**config.mk**
```make
export PLATFORM = sky130hd
export DESIGN_NAME = skse_grp_enc
export DESIGN_NICKNAME = d
export VERILOG_FILES = /design/src/sv/skse_pkg.sv /design/src/sv/skse_grp_enc.sv
export SDC_FILE = /design/constraint.sdc
export NUM_CORES = 1
export LEC_CHECK = 0
export BUFFER_PORTS_ARGS = -buffer_cell sky130_fd_sc_hd__buf_4
export CORE_MARGIN = 3
export CORE_UTILIZATION = 30
export CTS_BUF_LIST = sky130_fd_sc_hd__clkbuf_16
export CTS_CLUSTER_SIZE = 14
export DETAILED_ROUTE_END_ITERATION = 10
export HOLD_SLACK_MARGIN = 0.06
export PLACE_DENSITY_LB_ADDON = 0.15
export SLEW_MARGIN = 20
export SYNTH_ARGS = -nofsm -noshare
export SYNTH_HDL_FRONTEND = slang
export SYNTH_SLANG_ARGS = --single-unit
```
**constraint.sdc**
```tcl
create_clock -name clk -period 1.7 [get_ports clk]
set_clock_uncertainty 0.05 [all_clocks]
set_input_delay 0.17 -clock clk [delete_from_list [all_inputs] [get_ports clk]]
set_output_delay 0.17 -clock clk [all_outputs]
set_load 0.02 [all_outputs]
```
**src/sv/skse_pkg.sv**
```systemverilog
// ----------------------------------------------------------------------------
// skse_pkg: shared types and constants of the sorted key set engine
// Holds the command and result word types, command and status codes, the
// control phase type, the cell control struct and the group status struct.
// ----------------------------------------------------------------------------
package skse_pkg;

	// Default sizing of the key store
	localparam int CAPACITY_DEF = 512;
	localparam int KEY_BITS_DEF = 64;

	// Fixed field widths of the command and result words
	localparam int CMD_W   = 2;
	localparam int KEY_W   = 64;
	localparam int STAT_W  = 2;
	localparam int FIELD_W = 10;

	// Cells per group encoder (a power of two)
	localparam int GRP_SIZE  = 32;
	localparam int GRP_IDX_W = 5;

	// Command codes
	localparam logic [CMD_W-1:0] CMD_ADD    = 2'd0;
	localparam logic [CMD_W-1:0] CMD_REMOVE = 2'd1;
	localparam logic [CMD_W-1:0] CMD_LOOKUP = 2'd2;

	// Status codes
	localparam logic [STAT_W-1:0] ST_OK        = 2'd0;
	localparam logic [STAT_W-1:0] ST_FAIL      = 2'd1;
	localparam logic [STAT_W-1:0] ST_NOT_FOUND = 2'd2;

	typedef struct packed {
		logic [CMD_W-1:0] command;
		logic [KEY_W-1:0] key;
	} item_t;

	typedef struct packed {
		logic [STAT_W-1:0]  status;
		logic [FIELD_W-1:0] position;
		logic [FIELD_W-1:0] entry_count;
	} result_t;

	typedef enum logic [1:0] {
		PH_IDLE,
		PH_CMP,
		PH_GRP,
		PH_FIN
	} phase_t;

	// Control broadcast to every cell
	typedef struct packed {
		logic cmp_en;  // capture compare flags
		logic ins;     // open a slot at the insertion point
		logic del;     // close the slot of the removed key
	} cell_ctl_t;

	// Registered summary of one group of cells
	typedef struct packed {
		logic                 edge_hit;  // insertion point lies in this group
		logic [GRP_IDX_W-1:0] edge_idx;  // its place within the group
		logic                 eq_hit;    // a cell of this group holds the key
	} grp_stat_t;

endpackage

```
**src/sv/skse_grp_enc.sv**
```systemverilog
// ----------------------------------------------------------------------------
// skse_grp_enc: group encoder for a slice of the cell chain
// Turns the one-hot insertion edge and the match flags of one group of cells
// into a registered local index and hit flags.
// ----------------------------------------------------------------------------
module skse_grp_enc (
	input  logic                          clk,
	input  logic                          arst_n,
	input  logic                          en,
	input  logic [skse_pkg::GRP_SIZE-1:0] edge_vec,
	input  logic [skse_pkg::GRP_SIZE-1:0] eq_vec,
	output skse_pkg::grp_stat_t           stat
);

	skse_pkg::grp_stat_t stat_c;
	skse_pkg::grp_stat_t stat_q;

	// Encode the one-hot edge as an OR of the indexes
	always_comb begin
		stat_c.edge_hit = |edge_vec;
		stat_c.eq_hit   = |eq_vec;
		stat_c.edge_idx = '0;
		for (int i = 0; i < skse_pkg::GRP_SIZE; i++) begin
			if (edge_vec[i]) begin
				stat_c.edge_idx = stat_c.edge_idx | skse_pkg::GRP_IDX_W'(i);
			end
		end
	end

	// Hold the summary for the final combine
	always_ff @(posedge clk or negedge arst_n) begin
		if (!arst_n) begin
			stat_q <= '0;
		end else if (en) begin
			stat_q <= stat_c;
		end
	end

	assign stat = stat_q;

endmodule

```
Word-level counts from Yosys, hierarchy flattened
Cells that the tools add are included.

word-level totals
  flip-flop bits (word level) = 7
  input port bits = 67
  word-level logic and storage cells = 36

cells by class
  muxes and demuxes = 31
  reduce and logical (&&, ||, !) cells = 2

operators by type and width
  kind                 number
  2-to-1 mux 5 bit     16
  OR reduction 32 bit  2
  2-to-1 mux 4 bit     8
  2-to-1 mux 3 bit     4
  2-to-1 mux 2 bit     2
  2-to-1 mux 1 bit     1

Longest topological paths before layout
  word-level depth = 31
  depth in mapped cells = 3
  gate-level depth less buffers = 3

Least setup slack after synthesis
OpenSTA, ideal clock, no wires.

  path type = in2reg
  start point = in edge_vec[13] in the netlist's numbering
  end point = reg stat_q (netlist bit stat[6])
  data arrival time = 1,087 ps
  slack = 414 ps
  stages = 3
  path buffers = 0
  cell sequence = or4_4 nor4_2 a41oi_1

on the way
  longest elaborated chain between the ends = 1

RTL lines
  item                  RTL line            source
  from (decl)           skse_grp_enc.sv:10  input logic [skse_pkg::GRP_SIZE-1:0] edge_vec,
  OR reduction 32 bit   skse_grp_enc.sv:20  stat_c.edge_hit = |edge_vec;
  to (signal assigned)  skse_grp_enc.sv:35  stat_q <= stat_c;
  to (decl)             skse_grp_enc.sv:16  skse_pkg::grp_stat_t stat_q;

No other way between the ends.
A chain may end at the register's enable or synchronous reset.

Final worst setup path
Same ends and word-level chain as after synthesis.

==> impl_metrics.tcl <==
set metrics [dict create \
    min_path_type "input pin to flip-flop" \
    ys_seq_area_share_pct 36.4 \
    critPathCaptureType "flip-flop" \
    largest_reg_flops 7 \
    grt_util_all_layers_pct 23.9 \
    worstSetupStartpointType "input pin" \
    final.min_clock_period_ns 1.27 \
    slowest_stage "or4_4" \
    finalCritPeriodShare_pct 74.7 \
    crit_arrival_ns 1.30 \
    syn_inst 56 \
    drcViolationCount 0 \
    gr-total-overflow 0 \
    crit_chain "buf_4 > or4_4 > nor4_2 > a41oi_1" \
    slowest_delay_ns 0.55 \
    coreArea_mm2 0.00140 \
    worstSetupPathType "input pin to flip-flop" \
    power-per-cell-area_mw_per_mm2 626 \
    root_buffer "clkbuf_16" \
    tns_ns 0 \
    drive_gt1_share_pct 58.6 \
    n_antenna_cell 0 \
    final_cells 148 \
    ff_latch_area_um2 175 \
    tightest_slew_ns 0.337 \
    dp.cells 143 \
    syn2layout_area_growth_pct 135 \
    ios 74 \
    required_ns 1.73 \
    synth-xor-area-share_pct 0 \
    nNetsFinal 201 \
    wl_per_cell_um 15.7 \
    synth_compound_area_share_pct 9.87 \
    ys_seq_elements 7 \
    die_x_um 46.1 \
    drv_slew 0 \
    maxSlewHeadroom_pct 77.3 \
    post_cts_buffers 0 \
    vias 847 \
    row_count 13 \
    synth-simple-area-share_pct 53.0 \
    synth-warning-count 0 \
    grt_max_degree 13 \
    drv_cap 0 \
    finalHoldViolCount 0 \
    grt_antenna_before_repair 0 \
    cts_buffers 3 \
    rsz0062_at_grt "false" \
    clock_latency_ns 0.23 \
    final-setup-viol-count 0 \
    drt_pass1_iterations 4 \
    synth_top_family_by_area "simple AND/OR/NAND/NOR gates" \
    cts.sinks 7 \
    ant_nets 0 \
    drt_wl_total_mm 2.32 \
    leakage_nw 0.508 \
    fill_cells 91 \
    die_h_um 46.1 \
    grt_pass1_vias 924 \
    synthMuxAreaShare_pct 0 \
    mostFrequentLayoutCell "buf_4" \
    synth-adder-area-share_pct 0 \
    multi_input_area_um2 303 \
    syn_area_um2 482 \
    ir_drop_v 0.000280 \
    status "completed" \
    tritoncts "done" \
    postCtsResizedCells 0 \
    cts.path.max_buffers 2 \
    die_area_mm2 0.00212 \
    ys_types 15 \
    syn-num-nets 123 \
    path_clk_slew_ns 0.04 \
    synth_area_per_cell_um2 8.60 \
    grt_pass1_wl_mm 3.65 \
    timing.fmax_ghz 0.787 \
    final_cell_mix "73 x buf_4, 12 x nor4_1, 10 x nor2_1" \
    cp_max_fo 3 \
    htreeDepth 1 \
    gp_congestion 0.848 \
    start_util_pct 34.4 \
    drt_iter0_markers 27 \
    viasPerCell 5.72 \
    hpwl_mm 1.94 \
    port_buffers 73 \
]
repair_timing:
item / 4_1_cts / 5_1_grt
hold endpoints to repair: 7 / 0
setup endpoints to repair: 0 / 0
hold buffers: 1 / 0
routing by layer:
metal | up-vias | GRT usage, % | part of all wire (%)
li1 | 394 | - | -
met1 | 380 | 23.0 | 31
met2 | 65 | 48.4 | 57
met3 | 8 | 2.73 | 9.7
met4 | 0 | 11.4 | 2.4
met5 | - | 0 | 0
where the power goes:
part	switching, mW	internal, mW	total (mW)
registers	0.00000234	0.168	0.168
clock network	0.0865	0.306	0.392
logic	0.0445	0.106	0.150
total	0.131	0.579	0.710
synth_stat cells, drive strengths merged:
cell type	n	area share, %
nor4	13	18
nor2	10	7.8
dfrtp	7	36
nor3	6	6.2
or4	6	10
a31oi	4	5.2
and4	3	5.5
a41oi	2	3.6
a21oi	1	1.0
clkbuf	1	0.78
nor4b	1	1.8
or3	1	1.3
or4b	1	2.1
worst max-delay path, delay by kind of cell:
kind,cells,cell delay [ns]
buffers and inverters,1,0.11
AO/OA/AOI/OAI,1,0.15
AND/OR/NAND/NOR,2,0.87
cells by family after synthesis:
group                  count (synthesis)
AND/OR/NAND/NOR                       41
flip-flops                             7
AO/OA/AOI/OAI                          7
buffers and inverters                  1
cell type report:
cell class / count / area share [%]
Clock buffer: 3 / 6.62
Clock inverter: 1 / 0.331
Multi-Input combinational cell: 48 / 26.7
Sequential cell: 7 / 15.5
Tap cell: 15 / 1.66
Timing Repair Buffer: 74 / 49.2
metrics by stage:
| stage | hold slack (ns) | power (mW) | util (%) | instance area (um^2) | worst slack, ns |
|---|---|---|---|---|---|
| detailed placement | -0.0636 | 0.317 | 74.7 | 1040 | 0.211 |
| floorplan | -0.176 | 0.187 | - | 482 | 0.414 |
| CTS | 0.159 | 0.715 | 81.0 | 1130 | 0.453 |
| global route | 0.179 | 0.734 | 81.0 | 1130 | 0.402 |
| finish | 0.157 | 0.710 | 81.0 | 1130 | 0.430 |
| global placement | -0.0674 | 0.313 | 74.7 | 1040 | 0.254 |
path summary, 6_finish.rpt:
path / slack [ns] / to / cells after the start / from
setup / recovery: 0.43 / stat[6]$_DFFE_PN0P_ / 4 / edge_vec[13]
hold / removal: 0.16 / stat[0]$_DFFE_PN0P_ / 3 / eq_vec[18]
setup reg to reg: 0.95 / stat[3]$_DFFE_PN0P_ / 2 / stat[3]$_DFFE_PN0P_
hold reg to reg: 0.49 / stat[1]$_DFFE_PN0P_ / 2 / stat[1]$_DFFE_PN0P_
max in group asynchronous: 1.23 / stat[1]$_DFFE_PN0P_ / 2 / arst_n
min in group asynchronous: 0.24 / stat[0]$_DFFE_PN0P_ / 2 / arst_n
Power figures use the tool's default switching activity.
