$ cat config.mk
export PLATFORM = sky130hd
export DESIGN_NAME = skse_cell
export DESIGN_NICKNAME = d
export VERILOG_FILES = /design/src/sv/skse_pkg.sv /design/src/sv/skse_cell.sv
export SDC_FILE = /design/constraint.sdc
export NUM_CORES = 1
export LEC_CHECK = 0
export BUFFER_PORTS_ARGS = -buffer_cell sky130_fd_sc_hd__buf_2
export CAP_MARGIN = 30
export CORE_MARGIN = 10
export CORE_UTILIZATION = 50
export CTS_CLUSTER_DIAMETER = 150
export CTS_CLUSTER_SIZE = 16
export DETAILED_ROUTE_END_ITERATION = 10
export GPL_TIMING_DRIVEN = 0
export PLACE_DENSITY_LB_ADDON = 0.2
export SLEW_MARGIN = 20
export SYNTH_ARGS = -nofsm -noshare
export SYNTH_HDL_FRONTEND = slang
export SYNTH_SLANG_ARGS = --single-unit
$ cat constraint.sdc
create_clock -name clk -period 8.5 [get_ports clk]
set_input_delay 1.7 -clock clk [delete_from_list [all_inputs] [get_ports clk]]
set_output_delay 1.7 -clock clk [all_outputs]
set_load 0.005 [all_outputs]
$ cat src/sv/skse_pkg.sv
// ----------------------------------------------------------------------------
// skse_pkg: shared types and constants of the sorted key set engine
// Holds the command and result word types, command and status codes, the
// control phase type, the cell control struct and the group status struct.
// ----------------------------------------------------------------------------
package skse_pkg;

	// Default sizing of the key store
	localparam int CAPACITY_DEF = 512;
	localparam int KEY_BITS_DEF = 64;

	// Fixed field widths of the command and result words
	localparam int CMD_W   = 2;
	localparam int KEY_W   = 64;
	localparam int STAT_W  = 2;
	localparam int FIELD_W = 10;

	// Cells per group encoder (a power of two)
	localparam int GRP_SIZE  = 32;
	localparam int GRP_IDX_W = 5;

	// Command codes
	localparam logic [CMD_W-1:0] CMD_ADD    = 2'd0;
	localparam logic [CMD_W-1:0] CMD_REMOVE = 2'd1;
	localparam logic [CMD_W-1:0] CMD_LOOKUP = 2'd2;

	// Status codes
	localparam logic [STAT_W-1:0] ST_OK        = 2'd0;
	localparam logic [STAT_W-1:0] ST_FAIL      = 2'd1;
	localparam logic [STAT_W-1:0] ST_NOT_FOUND = 2'd2;

	typedef struct packed {
		logic [CMD_W-1:0] command;
		logic [KEY_W-1:0] key;
	} item_t;

	typedef struct packed {
		logic [STAT_W-1:0]  status;
		logic [FIELD_W-1:0] position;
		logic [FIELD_W-1:0] entry_count;
	} result_t;

	typedef enum logic [1:0] {
		PH_IDLE,
		PH_CMP,
		PH_GRP,
		PH_FIN
	} phase_t;

	// Control broadcast to every cell
	typedef struct packed {
		logic cmp_en;  // capture compare flags
		logic ins;     // open a slot at the insertion point
		logic del;     // close the slot of the removed key
	} cell_ctl_t;

	// Registered summary of one group of cells
	typedef struct packed {
		logic                 edge_hit;  // insertion point lies in this group
		logic [GRP_IDX_W-1:0] edge_idx;  // its place within the group
		logic                 eq_hit;    // a cell of this group holds the key
	} grp_stat_t;

endpackage

$ cat src/sv/skse_cell.sv
// ----------------------------------------------------------------------------
// skse_cell: one slot of the sorted key chain
// Holds one key, compares it with the broadcast key, and on an insert takes the
// new key or its lower neighbor's key, on a remove its upper neighbor's key.
// ----------------------------------------------------------------------------
module skse_cell #(
	parameter int KEY_BITS = skse_pkg::KEY_BITS_DEF
) (
	input  logic                clk,
	input  logic                arst_n,
	input  skse_pkg::cell_ctl_t ctl,
	input  logic                valid,
	input  logic [KEY_BITS-1:0] key_cmp,
	input  logic                lt_prev,
	input  logic [KEY_BITS-1:0] key_lo,
	input  logic [KEY_BITS-1:0] key_hi,
	output logic [KEY_BITS-1:0] key,
	output logic                lt,
	output logic                eq
);

	logic [KEY_BITS-1:0] key_q;
	logic                lt_q;
	logic                eq_q;

	// Capture compare flags against the broadcast key
	always_ff @(posedge clk or negedge arst_n) begin
		if (!arst_n) begin
			lt_q <= 1'b0;
			eq_q <= 1'b0;
		end else if (ctl.cmp_en) begin
			lt_q <= valid && (key_q < key_cmp);
			eq_q <= valid && (key_q == key_cmp);
		end
	end

	// Shift up on insert, down on remove, at and above the insertion point
	always_ff @(posedge clk) begin
		if (ctl.ins && !lt_q) begin
			key_q <= lt_prev ? key_cmp : key_lo;
		end else if (ctl.del && !lt_q) begin
			key_q <= key_hi;
		end
	end

	assign key = key_q;
	assign lt  = lt_q;
	assign eq  = eq_q;

endmodule

Word level (Yosys, flattened, before mapping) --
Cells that the tools add are included.
Storage, ports and cells: flip-flop bits (word level) 66, input bits 199, output and inout port bits 66, word-level logic and storage cells 14
Cells by class: $lt $le $gt $ge 1, equality and inequality tests 1, mux-type cells 3, reductions and logical operators 6
Operator list (count):
- $mux 64 | 3
- $eq 64x64->1 | 1
- $lt 64x64->1 | 1
- $logic_and 1x1->1 | 4
- $reduce_bool 2->1 | 1
- $logic_not 1->1 | 1

Logic depth before layout (Yosys ltp) --
word-level depth 4, mapped depth 8, depth with buffers taken out 8

Worst setup path after synthesis --
No wires, ideal clock.
path type input -> register, from input port ctl[1] in the netlist's numbering, to register key_q[0] (netlist: key[0]), enable pin, setup time 488 ps, data arrival time 4438 ps, data required time 8012 ps, setup slack 3574 ps, cell stages on the path 2, path buffers 0, cells stage by stage nor2_1 -> nor2_1
Between the ends: longest elaborated chain between the ends 2
RTL lines:
- start, declared | RTL line skse_cell.sv:11 | input skse_pkg::cell_ctl_t ctl,
- $logic_and 1x1->1 | RTL line skse_cell.sv:39 | if (ctl.ins && !lt_q) begin
- $reduce_bool 2->1 (no source line)
- end signal, assigned | RTL line skse_cell.sv:40 | key_q <= lt_prev ? key_cmp : key_lo;
- end signal, assigned | RTL line skse_cell.sv:42 | key_q <= key_hi;
- end, declared | RTL line skse_cell.sv:22 | logic [KEY_BITS-1:0] key_q;
Every way passes these cells. A chain may end at the register's enable or synchronous reset.

Worst setup path in the final report --
from input port key_cmp[59], to register lt_q (netlist: lt)
Between the ends: longest elaborated chain between the ends 2
RTL lines:
- start, declared | RTL line skse_cell.sv:13 | input logic [KEY_BITS-1:0] key_cmp,
- $lt 64x64->1 | RTL line skse_cell.sv:32 | lt_q <= valid && (key_q < key_cmp);
- $logic_and 1x1->1 | RTL line skse_cell.sv:32
- end signal, assigned | RTL line skse_cell.sv:32
- end, declared | RTL line skse_cell.sv:23 | logic lt_q;
Every way passes these cells.

==> flow_summary.json <==
{
  "syn-num-nets": 778,
  "post_dp_cell_area_um2": 6490,
  "dieArea_um2": 14300,
  "yosysSeqAreaShare_pct": 39.8,
  "worst-path-buf-inv": 2,
  "finalSetupViolCount": 0,
  "syn_to_final_growth_pct": 34.8,
  "seq_area_um2": 1970,
  "portBuffers": 263,
  "powerDensity_nw_per_um2": 160,
  "grt_max_degree": 27,
  "status": "finished, final reports clean",
  "antenna_found_initial": 3,
  "skew_ps": 8.82,
  "drc": 0,
  "final_cell_mix": "buf_2, nand2_1, inv_1, o21ai_0",
  "vias": 4823,
  "finalWeightedCongestion": 0.863,
  "wl_um": 16800,
  "grt-ovfl-total": 0,
  "cts_sinks": 66,
  "ys_seq_elements": 66,
  "worstSetupPathDepth": 9,
  "leakage_nw": 3.60,
  "die_h_um": 120,
  "wl_per_cell_um": 18.1,
  "synth_top_area_share_pct": 38.8,
  "fin_tns_setup_ps": 0,
  "grt_pass1_wl_um": 25800,
  "grt_use_total_pct": 22.4,
  "h-tree-depth": 3,
  "instances_no_fill": 930,
  "post_cts_resized": 0,
  "min_delay_path_depth": 1,
  "cts-hold-fix-buffers": 0,
  "ys_warn_count": 0,
  "place_inst": 913,
  "fin_crit_sh_pct": 35.7,
  "yosysTopAreaCell": "edfxtp_1",
  "antenna_left": 0,
  "first_pass_iters": 4,
  "ios": 265,
  "critPathSlowestCell": "ha_1",
  "ys.flop_type": "edfxtp_1",
  "critPathTopFamily": "simple AND/OR/NAND/NOR gates",
  "drive_gt1_share_pct": 38.2,
  "drt_iter0_drc": 189,
  "required_ps": 8720,
  "endpoint_kind": "flip-flop",
  "irDropWorstVdd_mv": 0.0918,
  "cp.arrival_ps": 3250,
  "cap_violations": 0,
  "design_area_um2": 6680,
  "cts_buffers": 9,
  "cts_tree": "built",
  "fmax_mhz": 330,
  "slowest_delay_ps": 300,
  "slew_headroom_pct": 54.5,
  "path_cells": "buf_2 > inv_1 > ha_1 > and3_4 > nor3b_2 > and4_1 > nand3_1 > a21oi_1 > a22oi_2",
  "worst_pin_slew_ps": 680,
  "synth.area.top_cells": "edfxtp_1, ha_1, mux2i_1",
  "hold_path_class": "reg2reg",
  "rr_worst_depth": 7,
  "clockRootBuffer": "clkbuf_8",
  "postSynthCellCount": 515,
  "synthArstFlopShare_pct": 3.03,
  "core_um2": 9730,
  "start_kind": "primary input",
  "avgSynthCellArea_um2": 9.63,
  "multi_input_area_um2": 2640,
  "post_cts_buffers": 0,
  "rsz0062_at_grt": "no",
  "layout_commonest_cell": "buf_2",
  "clk_path_buf_depth": 2,
  "die_x_um": 120,
  "clk_pin_slew_ps": 70,
  "fill_cells": 801,
  "crit_fanout": 3,
  "dp_hpwl_um": 14300,
  "viasPerCell": 5.19,
  "slew_viol_final": 0,
  "holdWs_ps": 505,
  "nets": 1054,
  "clock_latency_ps": 350,
  "rows": 36,
  "grt_pass1_vias": 5305,
  "start_util_pct": 51.0,
  "synth_edf_count": 64,
  "hold_viol": 0,
  "crit_type": "in2reg",
  "yosysUniqueCellTypes": 35,
  "syn_area_um2": 4960,
  "post-route-min-period_ps": 3030
}
## area by class of cell
type / count / area share, %
Multi-Input combinational cell: 359 / 39.5
Sequential cell: 66 / 29.5
Timing Repair Buffer: 265 / 20.4
Inverter: 69 / 3.88
Clock buffer: 14 / 2.58
Tap cell: 133 / 2.49
Buffer: 21 / 1.39
Clock inverter: 2 / 0.150
Antenna cell: 1 / 0.0375
## through the flow
stage               utilization [%]  setup slack [ps]  total power (W)
global placement               66.2              2090         0.000804
floorplan                         -              3570         0.000647
detailed placement             66.8              5090         0.000826
finish                         68.7              5470          0.00107
global route                   68.6              5350          0.00114
CTS                            68.6              5440          0.00108
## kinds of logic after synthesis
logic type / share of synthesized area (%)
buf+inv: 7.09
simple gates: 10.8
fa+ha+maj: 16.2
flops: 39.8
mux: 12.9
compound gates: 13.3
## cells in the mapped netlist, drive strengths merged, types with 2 or more instances
cell type  number
a211oi          2
a21o            7
a21oi          24
a221o           3
a221oi          2
and4            5
buf            11
clkbuf         10
dfrtp           2
edfxtp         64
ha             64
inv            69
mux2i          64
nand2          80
nand3          12
nand4           7
nor2            8
o21ai          69
o221ai          2
## report_power, final
part           internal, W  leakage [nW]  total (W)  switching [W]
Combinational     0.000164          2.84   0.000357       0.000194
Clock             0.000129        0.0965   0.000252       0.000123
Sequential        0.000428         0.667   0.000458      0.0000309
## state kept, by name, indices dropped and copies added, names as in the netlist
register  flops
key          64
eq            1
lt            1
## path summary, 6_finish.rpt
check                            endpoint               from  slack [ps]
min                        eq$_DFFE_PN0P_     eq$_DFFE_PN0P_         510
min reg2reg                eq$_DFFE_PN0P_     eq$_DFFE_PN0P_         510
min in group asynchronous  eq$_DFFE_PN0P_             arst_n        1120
max in group asynchronous  lt$_DFFE_PN0P_             arst_n        7280
max                        lt$_DFFE_PN0P_        key_cmp[59]        5470
max reg2reg                lt$_DFFE_PN0P_  key[59]$_DFFE_PP_        6510
## layer usage
layer	vias to the layer above	share of wire, %	global-route usage (%)
li1	2390	-	-
met1	2194	39	23.7
met2	205	50	39.8
met3	30	9.1	7.97
met4	4	2.0	8.67
met5	-	0.12	0
Power figures use the tool's default switching activity.
